===== src/bbg_pkg.sv =====
// ----------------------------------------------------------------------------
// bbg_pkg - shared definitions for the breathing brightness generator
// Constants, register indexes and the divider request/response structs.
// ----------------------------------------------------------------------------
package bbg_pkg;

	// Default fixed-point setup
	localparam int FRACTION_BITS    = 10;
	localparam int SINE_TABLE_DEPTH = 256;

	// Configuration register indexes
	localparam int CFG_IDX_W = 8;
	localparam logic [CFG_IDX_W-1:0] REG_PERIOD = 8'd0;
	localparam logic [CFG_IDX_W-1:0] REG_MIN    = 8'd1;
	localparam logic [CFG_IDX_W-1:0] REG_MAX    = 8'd2;
	localparam logic [CFG_IDX_W-1:0] REG_SMOOTH = 8'd3;

	// Divider geometry: 17-bit dividend, 16-bit divisor
	localparam int DIV_W  = 16;
	localparam int NUM_W  = DIV_W + 1;
	localparam int STEP_W = 5;

	// Fixed-point constants for the sine table build
	localparam logic [63:0] Q30_ONE     = 64'd1073741824;
	localparam logic [63:0] HALF_PI_Q30 = 64'd1686629713;
	localparam logic [16:0] SINE_FULL   = 17'd32768;

	// Divider request: start pulse, iteration count and operands
	typedef struct packed {
		logic              start;
		logic [STEP_W-1:0] steps;
		logic [DIV_W-1:0]  rem_init;
		logic [NUM_W-1:0]  num;
		logic [DIV_W-1:0]  divisor;
	} div_req_t;

	// Divider response: done pulse, remainder and quotient bits
	typedef struct packed {
		logic             done;
		logic [DIV_W-1:0] rem;
		logic [NUM_W-1:0] quo;
	} div_rsp_t;

endpackage


===== src/bbg_divider.sv =====
// ----------------------------------------------------------------------------
// bbg_divider - restoring divider, one quotient bit per cycle
// Starts from a partial remainder below the divisor and shifts in the
// dividend MSB first; the quotient bits replace the dividend bits.
// ----------------------------------------------------------------------------
module bbg_divider (
	input  logic              clk,
	input  logic              arst_n,
	input  bbg_pkg::div_req_t req,
	output bbg_pkg::div_rsp_t rsp
);

	logic                       busy_q;
	logic                       done_q;
	logic [bbg_pkg::STEP_W-1:0] cnt_q;
	logic [bbg_pkg::DIV_W-1:0]  rem_q;
	logic [bbg_pkg::NUM_W-1:0]  num_q;

	logic [bbg_pkg::DIV_W:0]    trial;
	logic [bbg_pkg::DIV_W:0]    trial_sub;
	logic                       fits;
	logic [bbg_pkg::DIV_W-1:0]  rem_nxt;

	// One trial subtraction per cycle
	always_comb begin
		trial     = {rem_q, num_q[bbg_pkg::NUM_W-1]};
		trial_sub = trial - {1'b0, req.divisor};
		fits      = (trial >= {1'b0, req.divisor});
		rem_nxt   = fits ? trial_sub[bbg_pkg::DIV_W-1:0] : trial[bbg_pkg::DIV_W-1:0];
	end

	// Control: step counter and done pulse
	always_ff @(posedge clk or negedge arst_n) begin
		if (!arst_n) begin
			busy_q <= 1'b0;
			done_q <= 1'b0;
			cnt_q  <= '0;
		end else begin
			done_q <= 1'b0;
			if (req.start) begin
				busy_q <= 1'b1;
				cnt_q  <= req.steps;
			end else if (busy_q) begin
				cnt_q <= cnt_q - 1'b1;
				if (cnt_q == bbg_pkg::STEP_W'(1)) begin
					busy_q <= 1'b0;
					done_q <= 1'b1;
				end
			end
		end
	end

	// Datapath: remainder and dividend/quotient shifter
	always_ff @(posedge clk) begin
		if (req.start) begin
			rem_q <= req.rem_init;
			num_q <= req.num;
		end else if (busy_q) begin
			rem_q <= rem_nxt;
			num_q <= {num_q[bbg_pkg::NUM_W-2:0], fits};
		end
	end

	assign rsp.done = done_q;
	assign rsp.rem  = rem_q;
	assign rsp.quo  = num_q;

endmodule


===== src/breathing_brightness_generator.sv =====
// ----------------------------------------------------------------------------
// breathing_brightness_generator - sine / triangle breathing brightness
// Per running tick: phase = (phase + delta) mod period, progress = phase/period
// (both cleared for a zero period); waveform by mode, then brightness = min + t*(max-min).
// ----------------------------------------------------------------------------
//
// Channel   Dir  Handshake               Payload
// s_*       in   s_tvalid / s_tready     tdata: delta_time, tuser: running
// m_*       out  m_tvalid / m_tready     tdata: brightness
// cfg_*     in   cfg_valid / cfg_ready   cfg_index, cfg_data
//
// A running tick with a nonzero period passes through the shared divider
// twice, first for the modulo and then for the progress fraction, before the
// waveform lookup and level mapping states S_ANGLE, S_QUAD, S_TABLE, S_LEVEL,
// S_MUL and S_OUT. Other ticks go straight to those states.
// s_tready is high only while the sequencer is idle; the result sits in an
// output register, so a stalled m_tready delays only the final step.
// The asynchronous reset clears phase, progress, the period and both levels,
// and selects sine mode; no clearing pass is needed since the sine table is constant.
//
module breathing_brightness_generator #(
	parameter int FractionBits   = bbg_pkg::FRACTION_BITS,
	parameter int SineTableDepth = bbg_pkg::SINE_TABLE_DEPTH
) (
	input  logic                          clk,
	input  logic                          arst_n,
	// input ticks
	input  logic                          s_tvalid,
	output logic                          s_tready,
	input  logic [15:0]                   s_tdata,   // [15:0] delta_time
	input  logic                          s_tuser,   // [0] running
	// brightness results
	output logic                          m_tvalid,
	input  logic                          m_tready,
	output logic [7:0]                    m_tdata,   // [7:0] brightness
	// configuration writes
	input  logic                          cfg_valid,
	output logic                          cfg_ready,
	input  logic [bbg_pkg::CFG_IDX_W-1:0] cfg_index,
	input  logic [15:0]                   cfg_data
);

	localparam int AngleW = $clog2(4 * SineTableDepth);
	localparam int IdxW   = $clog2(SineTableDepth);
	localparam int ProdW  = FractionBits + AngleW;

	typedef enum logic [3:0] {
		S_IDLE,
		S_MOD,
		S_FRAC,
		S_ANGLE,
		S_QUAD,
		S_TABLE,
		S_LEVEL,
		S_MUL,
		S_OUT
	} state_t;

	// Quarter-wave sine entry, Q30 Taylor series then rounded to Q1.15
	function automatic logic [15:0] quarter_sine(input int unsigned idx);
		logic [63:0] x;
		logic [63:0] x2;
		logic [63:0] tv;
		logic [63:0] s;
		x  = (64'(idx) * bbg_pkg::HALF_PI_Q30) / 64'(SineTableDepth);
		x2 = (x * x) >> 30;
		tv = bbg_pkg::Q30_ONE;
		// Horner terms, divisors 13*12 down to 3*2
		tv = bbg_pkg::Q30_ONE - (((x2 * tv) >> 30) / 64'd156);
		tv = bbg_pkg::Q30_ONE - (((x2 * tv) >> 30) / 64'd110);
		tv = bbg_pkg::Q30_ONE - (((x2 * tv) >> 30) / 64'd72);
		tv = bbg_pkg::Q30_ONE - (((x2 * tv) >> 30) / 64'd42);
		tv = bbg_pkg::Q30_ONE - (((x2 * tv) >> 30) / 64'd20);
		tv = bbg_pkg::Q30_ONE - (((x2 * tv) >> 30) / 64'd6);
		s  = (x * tv) >> 30;
		s  = (s * 64'd32768 + (64'd1 << 29)) >> 30;
		if (s > 64'd65535) begin
			s = 64'd65535;
		end
		return s[15:0];
	endfunction

	// Constant sine table
	logic [15:0] sine_rom [SineTableDepth];
	for (genvar gi = 0; gi < SineTableDepth; gi++) begin : g_rom
		assign sine_rom[gi] = quarter_sine(gi);
	end

	// Registers
	state_t                    state_q;
	logic [15:0]               period_q;
	logic [7:0]                min_q;
	logic [7:0]                max_q;
	logic                      smooth_q;
	logic [15:0]               phase_q;
	logic [FractionBits-1:0]   prog_q;
	logic                      div_start_q;
	logic [bbg_pkg::NUM_W-1:0] sum_q;
	logic [AngleW-1:0]         angle_q;
	logic [1:0]                quad_q;
	logic                      rzero_q;
	logic [IdxW-1:0]           idx_q;
	logic [15:0]               tbl_q;
	logic [16:0]               t_q;
	logic signed [26:0]        prod_q;
	logic                      m_tvalid_q;
	logic [7:0]                m_tdata_q;

	bbg_pkg::div_req_t div_req;
	bbg_pkg::div_rsp_t div_rsp;

	logic                in_fire;
	logic                out_free;
	logic [ProdW-1:0]    angle_prod;
	logic [1:0]          quad_c;
	logic [AngleW-1:0]   r_full;
	logic [AngleW-1:0]   r_mirror;
	logic [FractionBits-1:0] lin_mag;
	logic [16:0]         lin_t;
	logic [16:0]         sin_mag;
	logic [16:0]         sin_t;
	logic signed [17:0]  t_s;
	logic signed [8:0]   level_diff;
	logic signed [26:0]  level_sum;

	assign s_tready  = (state_q == S_IDLE);
	assign in_fire   = s_tvalid && s_tready;
	assign out_free  = !m_tvalid_q || m_tready;
	assign cfg_ready = 1'b1;
	assign m_tvalid  = m_tvalid_q;
	assign m_tdata   = m_tdata_q;

	// Divider request: modulo pass, then fraction pass
	always_comb begin
		div_req.start    = div_start_q;
		div_req.divisor  = period_q;
		div_req.num      = (state_q == S_MOD) ? sum_q : '0;
		div_req.rem_init = (state_q == S_MOD) ? '0 : phase_q;
		div_req.steps    = (state_q == S_MOD) ? bbg_pkg::STEP_W'(bbg_pkg::NUM_W)
		                                      : bbg_pkg::STEP_W'(FractionBits);
	end

	bbg_divider u_div (
		.clk    (clk),
		.arst_n (arst_n),
		.req    (div_req),
		.rsp    (div_rsp)
	);

	// Angle index and quadrant split
	always_comb begin
		angle_prod = ProdW'(prog_q) * ProdW'(4 * SineTableDepth);
		if (angle_q >= AngleW'(3 * SineTableDepth)) begin
			quad_c = 2'd3;
			r_full = angle_q - AngleW'(3 * SineTableDepth);
		end else if (angle_q >= AngleW'(2 * SineTableDepth)) begin
			quad_c = 2'd2;
			r_full = angle_q - AngleW'(2 * SineTableDepth);
		end else if (angle_q >= AngleW'(SineTableDepth)) begin
			quad_c = 2'd1;
			r_full = angle_q - AngleW'(SineTableDepth);
		end else begin
			quad_c = 2'd0;
			r_full = angle_q;
		end
		r_mirror = AngleW'(SineTableDepth) - r_full;
	end

	// Waveform to unsigned t in [0, 1.0] with 16 fraction bits
	always_comb begin
		if (!prog_q[FractionBits-1]) begin
			lin_mag = prog_q;
		end else begin
			lin_mag = FractionBits'((FractionBits+1)'(1 << FractionBits)
			          - (FractionBits+1)'(prog_q));
		end
		lin_t   = bbg_pkg::SINE_FULL + (17'(lin_mag) << (16 - FractionBits));
		sin_mag = (quad_q[0] && rzero_q) ? bbg_pkg::SINE_FULL : 17'(tbl_q);
		sin_t   = quad_q[1] ? (bbg_pkg::SINE_FULL - sin_mag) : (bbg_pkg::SINE_FULL + sin_mag);
	end

	// Level mapping
	always_comb begin
		t_s        = $signed({1'b0, t_q});
		level_diff = $signed({1'b0, max_q}) - $signed({1'b0, min_q});
		level_sum  = $signed({3'b000, min_q, 16'h0000}) + prod_q;
	end

	// Configuration registers
	always_ff @(posedge clk or negedge arst_n) begin
		if (!arst_n) begin
			period_q <= '0;
			min_q    <= '0;
			max_q    <= '0;
			smooth_q <= 1'b1;
		end else if (cfg_valid && cfg_ready) begin
			unique case (cfg_index)
				bbg_pkg::REG_PERIOD: period_q <= cfg_data;
				bbg_pkg::REG_MIN:    min_q    <= cfg_data[7:0];
				bbg_pkg::REG_MAX:    max_q    <= cfg_data[7:0];
				bbg_pkg::REG_SMOOTH: smooth_q <= cfg_data[0];
				default: ;
			endcase
		end
	end

	// Sequencer with phase, progress and output register
	always_ff @(posedge clk or negedge arst_n) begin
		if (!arst_n) begin
			state_q     <= S_IDLE;
			phase_q     <= '0;
			prog_q      <= '0;
			div_start_q <= 1'b0;
			m_tvalid_q  <= 1'b0;
			m_tdata_q   <= '0;
		end else begin
			div_start_q <= 1'b0;
			if (m_tready) begin
				m_tvalid_q <= 1'b0;
			end
			unique case (state_q)
				S_IDLE: begin
					if (in_fire) begin
						if (s_tuser && (period_q != '0)) begin
							div_start_q <= 1'b1;
							state_q     <= S_MOD;
						end else begin
							if (s_tuser) begin
								phase_q <= '0;
								prog_q  <= '0;
							end
							state_q <= S_ANGLE;
						end
					end
				end
				S_MOD: begin
					if (div_rsp.done) begin
						phase_q     <= div_rsp.rem;
						div_start_q <= 1'b1;
						state_q     <= S_FRAC;
					end
				end
				S_FRAC: begin
					if (div_rsp.done) begin
						prog_q  <= div_rsp.quo[FractionBits-1:0];
						state_q <= S_ANGLE;
					end
				end
				S_ANGLE: state_q <= S_QUAD;
				S_QUAD:  state_q <= S_TABLE;
				S_TABLE: state_q <= S_LEVEL;
				S_LEVEL: state_q <= S_MUL;
				S_MUL:   state_q <= S_OUT;
				S_OUT: begin
					if (out_free) begin
						m_tvalid_q <= 1'b1;
						m_tdata_q  <= level_sum[23:16];
						state_q    <= S_IDLE;
					end
				end
				default: state_q <= S_IDLE;
			endcase
		end
	end

	// Datapath registers
	always_ff @(posedge clk) begin
		if (in_fire) begin
			sum_q <= bbg_pkg::NUM_W'(phase_q) + bbg_pkg::NUM_W'(s_tdata);
		end
		if (state_q == S_ANGLE) begin
			angle_q <= angle_prod[ProdW-1:FractionBits];
		end
		if (state_q == S_QUAD) begin
			quad_q  <= quad_c;
			rzero_q <= (r_full == '0);
			if (quad_c[0]) begin
				idx_q <= (r_full == '0) ? '0 : r_mirror[IdxW-1:0];
			end else begin
				idx_q <= r_full[IdxW-1:0];
			end
		end
		if (state_q == S_TABLE) begin
			tbl_q <= sine_rom[idx_q];
		end
		if (state_q == S_LEVEL) begin
			t_q <= smooth_q ? sin_t : lin_t;
		end
		if (state_q == S_MUL) begin
			prod_q <= t_s * level_diff;
		end
	end

	// Checks
	a_busy_after_accept: assert property (@(posedge clk) disable iff (!arst_n)
		in_fire |=> !s_tready)
		else $error("sequencer took a second tick without going busy");

	a_done_in_div_state: assert property (@(posedge clk) disable iff (!arst_n)
		div_rsp.done |-> (state_q == S_MOD || state_q == S_FRAC))
		else $error("divider finished outside a division state");

	a_phase_reduced: assert property (@(posedge clk) disable iff (!arst_n)
		(state_q == S_FRAC && div_rsp.done) |-> (phase_q < period_q))
		else $error("phase not below period after modulo");

	a_result_after_out: assert property (@(posedge clk) disable iff (!arst_n)
		(state_q == S_OUT && out_free) |=> (m_tvalid && state_q == S_IDLE))
		else $error("result not presented when leaving the output state");

endmodule


===== config.mk =====
export PLATFORM = sky130hd
export DESIGN_NAME = breathing_brightness_generator
export DESIGN_NICKNAME = d
export VERILOG_FILES = /design/src/bbg_pkg.sv /design/src/bbg_divider.sv /design/src/breathing_brightness_generator.sv
export SDC_FILE = /design/constraint.sdc
export NUM_CORES = 1
export LEC_CHECK = 0
export BUFFER_PORTS_ARGS = -buffer_cell sky130_fd_sc_hd__buf_2
export CAP_MARGIN = 0
export CORE_MARGIN = 5
export CORE_UTILIZATION = 60
export DETAILED_ROUTE_END_ITERATION = 6
export GPL_ROUTABILITY_DRIVEN = 1
export PLACE_DENSITY = 0.77
export SYNTH_ARGS = -nofsm -noshare
export SYNTH_HDL_FRONTEND = slang
export SYNTH_SLANG_ARGS = --single-unit

===== constraint.sdc =====
create_clock -name clk -period 9.2 [get_ports clk]
set_clock_uncertainty 0.15 [all_clocks]
set_input_delay 2.3 -clock clk [delete_from_list [all_inputs] [get_ports clk]]
set_output_delay 2.3 -clock clk [all_outputs]
set_load 0.005 [all_outputs]

Yosys cells after proc, flatten, opt, wreduce, memory -nomap -nowiden:

Memory sizes are Yosys's and may differ from the RTL's. A register that Yosys moved wholly into a read port is not among the register bits.
Index checks and enable logic that the tools add are counted.

* add/sub/neg operators: 13
* multipliers: 1
* order comparisons: 4
* equality and inequality tests: 18
* muxes and demuxes: 51
* bitwise logic cells: 1
* reduce and logical (&&, ||, !) cells: 21

Operators with widths (number)
* 2-to-1 mux 16 bit: 9
* 2-to-1 mux 17 bit: 5
* 2-to-1 mux 10 bit: 8
* one-hot mux 4 bit (9 select lines): 1
* adder 16 x 16 -> 17 bit (first input constant): 2
* one-hot mux 16 bit (2 select lines): 1
* adder 24 bit: 1
* multiplier 18 x 9 -> 24 bit: 1
* >= comparator 10 bit (second input constant): 2
* one-hot mux 10 bit (2 select lines): 1
* subtractor 10 bit (second input constant): 2
* adder 16 x 16 -> 17 bit: 1
* >= comparator 17 x 16 -> 1 bit: 1
* subtractor 16 x 16 -> 17 bit (first input constant): 1
* equality test 4 x 3 -> 1 bit (second input constant): 4
* equality test 8 x 2 -> 1 bit (second input constant): 2
* 2-to-1 mux 4 bit: 4
* 2-to-1 mux 8 bit: 2
* nonzero test 16 bit: 1
* subtractor 16 bit: 1
* 2-to-1 mux 1 bit: 15
* 2-to-1 mux 5 bit: 3
* >= comparator 10 x 9 -> 1 bit (second input constant): 1
* zero test 10 bit: 1
* other kinds (25): 39

* register bits after elaboration: 192
* memory bits (read-only): 4096
* input bits: 46
* output and inout port bits: 11
* memories: 1

Memories
* (no name shown): depth 256, width 16, rd ports 1, clocked after Yosys merged registers in 1, write ports 0, line breathing_brightness_generator.sv:284 `tbl_q <= sine_rom[idx_q];`

Longest topological paths before layout:

* word-level depth: 7
* depth in mapped cells: 25
* mapped depth without buffers: 25

Modules after synthesis:

Synthesis repeated with hierarchy kept, for this count alone.

* cells, all modules: 2135
* area, all modules: 18994.5 µm²

By module, submodules not included
* breathing_brightness_generator: times used 1, cells an instance 1842, area an instance 16015.4 µm²
* bbg_divider: times used 1, cells an instance 293, area an instance 2979.1 µm²

Least setup slack after synthesis:

No wires, ideal clock.

* kind: register -> register
* start: reg min_q[1]
* end: reg prod_q[20] (data pin)
* library setup time: 0.260 ns
* arrival time: 6.076 ns
* data required time: 8.790 ns
* setup slack: 2.714 ns
* cell stages (with the launch flop): 26
* path buffers: 1
* clock period less this slack: 6.486 ns
* cells stage by stage: dfrtp_1 inv_1 ha_1 nor2b_1 o21ai_0 a21oi_1 o21ai_0 xnor2_1 clkbuf_1 nand2_1 fa_1 fa_1 inv_1 fa_1 fa_1 inv_1 fa_1 inv_1 ha_1 nor3_1 o21ai_0 o2111ai_1 nand2_1 a31o_2 a211oi_1 nor3_1

* longest elaborated chain between the ends: 2

RTL lines
* start: declaration: line breathing_brightness_generator.sv:92 `logic [7:0] min_q;`
* start signal: assignment: line breathing_brightness_generator.sv:199 `bbg_pkg::REG_MIN: min_q <= cfg_data[7:0];`
* subtractor 8 x 8 -> 9 bit: line breathing_brightness_generator.sv:185 `level_diff = $signed({1'b0, max_q}) - $signed({1'b0, min_q});`
* multiplier 18 x 9 -> 24 bit: line breathing_brightness_generator.sv:290 `prod_q <= t_s * level_diff;`
* end signal: assignment: line breathing_brightness_generator.sv:290
* end: declaration: line breathing_brightness_generator.sv:105 `logic signed [26:0] prod_q;`

Every way passes these cells.
A chain may end at the register's enable or synchronous reset.

Final worst setup path:

* start: reg min_q[1]
* end: reg prod_q[23] (data pin)

Same word-level chain as after synthesis.

==> impl_metrics.json <==
{
  "synthArstFlopShare": 0.419,
  "grt_max_degree": 89,
  "chipWidth_um": 186,
  "cts_buffers": 17,
  "tns_ns": 0,
  "min_period_over_period": 0.809,
  "period_needed_ns": 7.44,
  "firstDrtPassIters": 7,
  "power.leakage_uw": 0.00863,
  "setup_viol": 0,
  "cts_setup_buffers": 0,
  "drive_above_1_share": 0.0896,
  "status": "complete, but fails checks",
  "vias": 15900,
  "fmaxAchievable_mhz": 134,
  "synthFlopType": "edfxtp_1",
  "drc": 2,
  "max_slew_margin": 0.165,
  "area_delta_synth_final_pct": 5.08,
  "maxSlewViolCount": 0,
  "cp-start-kind": "flop",
  "die_y_um": 186,
  "tightest_slew_ns": 1.24,
  "hold_class": "flop to flop",
  "place_inst": 2440,
  "critical_path_arrival_ns": 7.47,
  "initial_core_util": 0.608,
  "power_uw": 6890,
  "antenna_found_initial": 0,
  "finalHoldViolCount": 0,
  "setup_slack_ns": 1.76,
  "place_ws_ns": 1.80,
  "overflow": 0,
  "clock-sinks": 191,
  "crit_top_cell": "fa_1",
  "yosysUniqueCellTypes": 95,
  "cts_resized": 0,
  "htreeDepth": 4,
  "dieArea_um2": 34700,
  "cts_tree": "yes",
  "post_drt_wl_per_cell_um": 20.6,
  "synth_nets": 2375,
  "path_delay_family": "adder cells",
  "insertion_delay_ns": 0.44,
  "ys_ff_latch": 191,
  "synthCells": 2093,
  "path_class": "flop to flop",
  "gr-usage-all-layers": 0.294,
  "final_antenna_net_count": 0,
  "grt_pass1_wl_um": 81700,
  "yosys_warnings": 0,
  "ys_seq_area_frac": 0.286,
  "vias_per_cell": 6.42,
  "hpwlAfterDp_um": 37100,
  "gp_congestion": 1.03,
  "drtIter0Drc": 2104,
  "core.rowCount": 64,
  "clk_path_buf_depth": 2,
  "fill_cells": 2499,
  "core_area_um2": 30700,
  "r2r_setup_slack_ns": 1.76,
  "synth_area_um2": 18600,
  "clk_pin_slew_ns": 0.07,
  "synth_edf_count": 111,
  "vdd_ir_drop_max_v": 0.000262,
  "ctsHoldBuffers": 0,
  "cap_violations": 0,
  "max_stage_delay_ns": 0.95,
  "worst_ep_required_time_ns": 9.23,
  "slowest_stage": "xnor2_1",
  "diodes": 0,
  "p_per_area_nw_per_um2": 352,
  "io_buffers": 55,
  "grt_pass1_vias": 15400,
  "final_nets": 2345,
  "crit_chain": "inv_1 > ha_1 > nor2b_1 > o21ai_0 > a21oi_1 > o21ai_0 > xnor2_1 > nand2_1 > fa_1 > fa_1 > inv_1 > fa_1 > fa_1 > inv_1 > fa_1 > inv_1 > ha_1 > nor3_1 > o21ai_0 > o2111ai_1 > a21oi_2 > nor3_1 > a21oi_1 > xnor2_1",
  "final_cell_count_no_fill": 2472,
  "io_pins": 57,
  "syn_area_per_cell_um2": 8.91,
  "crit_buf_inv": 4,
  "critPathCaptureType": "flop",
  "violations": "DRC",
  "cts_root_buf": "clkbuf_16",
  "rsz0062_at_grt": "no",
  "cp_max_fo": 16,
  "wl_um": 50900
}
==> Yosys cell counts (41+ instances only) <==
library cell / number / share of area
and2_1: 84 / 0.028
mux2i_1: 41 / 0.022
edfxtp_1: 111 / 0.18
nor3_1: 44 / 0.012
fa_1: 109 / 0.12
dfrtp_1: 79 / 0.11
nand3_1: 64 / 0.017
inv_1: 172 / 0.035
o21ai_0: 156 / 0.042
buf_2: 47 / 0.013
a21oi_1: 134 / 0.036
ha_1: 127 / 0.085
nand2b_1: 66 / 0.022
nor2_1: 130 / 0.026
clkbuf_1: 66 / 0.013
nand2_1: 195 / 0.039
xnor2_1: 54 / 0.025
==> final timing paths <==
| check | start | end | depth (start not counted) |
|---|---|---|---|
| setup / recovery | min_q[1] | prod_q[23] | 24 |
| min in group asynchronous | arst_n | min_q[3] | 1 |
| setup reg to reg | min_q[1] | prod_q[23] | 24 |
| hold / removal | prog_q[7] | angle_q[7] | 0 |
| max in group asynchronous | arst_n | div_start_q | 2 |
| hold reg to reg | prog_q[7] | angle_q[7] | 0 |
==> where the power goes <==
part | total [uW] | switching [uW] | internal, uW | leakage (uW)
clock network | 732 | 347 | 385 | 0.000281
registers | 1590 | 251 | 1340 | 0.00189
logic | 4570 | 2680 | 1890 | 0.00645
==> state kept, by name, indices dropped and copies added, names as in the netlist <==
signal and flops:
prod_q 8, u_div.done_q 1, t_q 17, rzero_q 1, quad_q 2, state_q 4
phase_q 16, div_start_q 1, u_div.busy_q 1, period_q 16, m_tvalid 1, tbl_q 15
max_q 8, u_div.num_q 17, idx_q 8, smooth_q 1, min_q 8, sum_q 17
angle_q 10, u_div.rem_q 16, u_div.cnt_q 5, prog_q 10, m_tdata 8
==> cells by family (layout without fill, tap and decap cells) <==
group                      after synthesis  count (layout)  synth area share
adders and majority gates              236             236             0.202
and+or+nand+nor                        681             681             0.182
buffers and inverters                  306             289            0.0673
muxes                                   74              74            0.0480
DFF                                    191             191             0.286
xor gates and xnor gates                74              74            0.0348
other                                    1               1          0.000201
AOI/OAI and AO/OA                      530             530             0.179
==> routing by layer <==
metal | part of all wire | global-route usage
met1 | 0.42 | 0.420
met2 | 0.47 | 0.469
met3 | 0.086 | 0.0482
met4 | 0.027 | 0.0796
met5 | 0 | 0
==> cell usage in the layout, fill, tap and decap left out, types with 8 or more instances in the layout <==
| master | netlist | final |
|---|---|---|
| fa_1 | 109 | 109 |
| a311oi_1 | 12 | 12 |
| and2_1 | 84 | 84 |
| o31ai_1 | 12 | 12 |
| nor2b_1 | 25 | 25 |
| mux2i_1 | 41 | 41 |
| nand3_1 | 64 | 64 |
| a21oi_1 | 134 | 134 |
| ha_1 | 127 | 127 |
| dfrtp_1 | 79 | 78 |
| clkbuf_16 | 0 | 19 |
| a211oi_1 | 23 | 23 |
| o21ai_1 | 13 | 13 |
| nor2_1 | 130 | 130 |
| o22ai_1 | 13 | 13 |
| edfxtp_1 | 111 | 111 |
| a31oi_1 | 30 | 30 |
| nand3b_1 | 12 | 12 |
| o21a_1 | 14 | 14 |
| o211ai_1 | 22 | 22 |
| buf_2 | 47 | 54 |
| buf_4 | 2 | 27 |
| nand2_1 | 195 | 195 |
| a221oi_1 | 8 | 8 |
| or3_1 | 9 | 9 |
| o311ai_0 | 10 | 10 |
| xor2_1 | 20 | 20 |
| nand2b_1 | 66 | 66 |
| inv_1 | 172 | 172 |
| mux2_2 | 23 | 23 |
| a21o_1 | 17 | 17 |
| nor3_1 | 44 | 43 |
| or2_2 | 12 | 12 |
| mux4_2 | 10 | 10 |
| xnor2_1 | 54 | 54 |
| o21ai_0 | 156 | 156 |
==> metrics by stage <==
stage / cell area (um2) / hold WS [ns] / util
2_1_floorplan: 18600 / 0.273 / -
3_3_place_gp: 19000 / 0.285 / 0.620
3_5_place_dp: 19000 / 0.295 / 0.620
4_1_cts: 19600 / 0.312 / 0.639
5_1_grt: 19600 / 0.322 / 0.639
6_report: 19600 / 0.307 / 0.639
==> layout make-up <==
type                       count  area, um2  area share
clock inverter                 9       73.8     0.00377
clock buffer                  23        492      0.0251
timing repair buffer          81        473      0.0241
multi-input combinational   1596      12100       0.615
sequential                   191       5340       0.272
tap                          396        495      0.0253
inverter                     176        661      0.0337
Power figures use the tool's default switching activity.
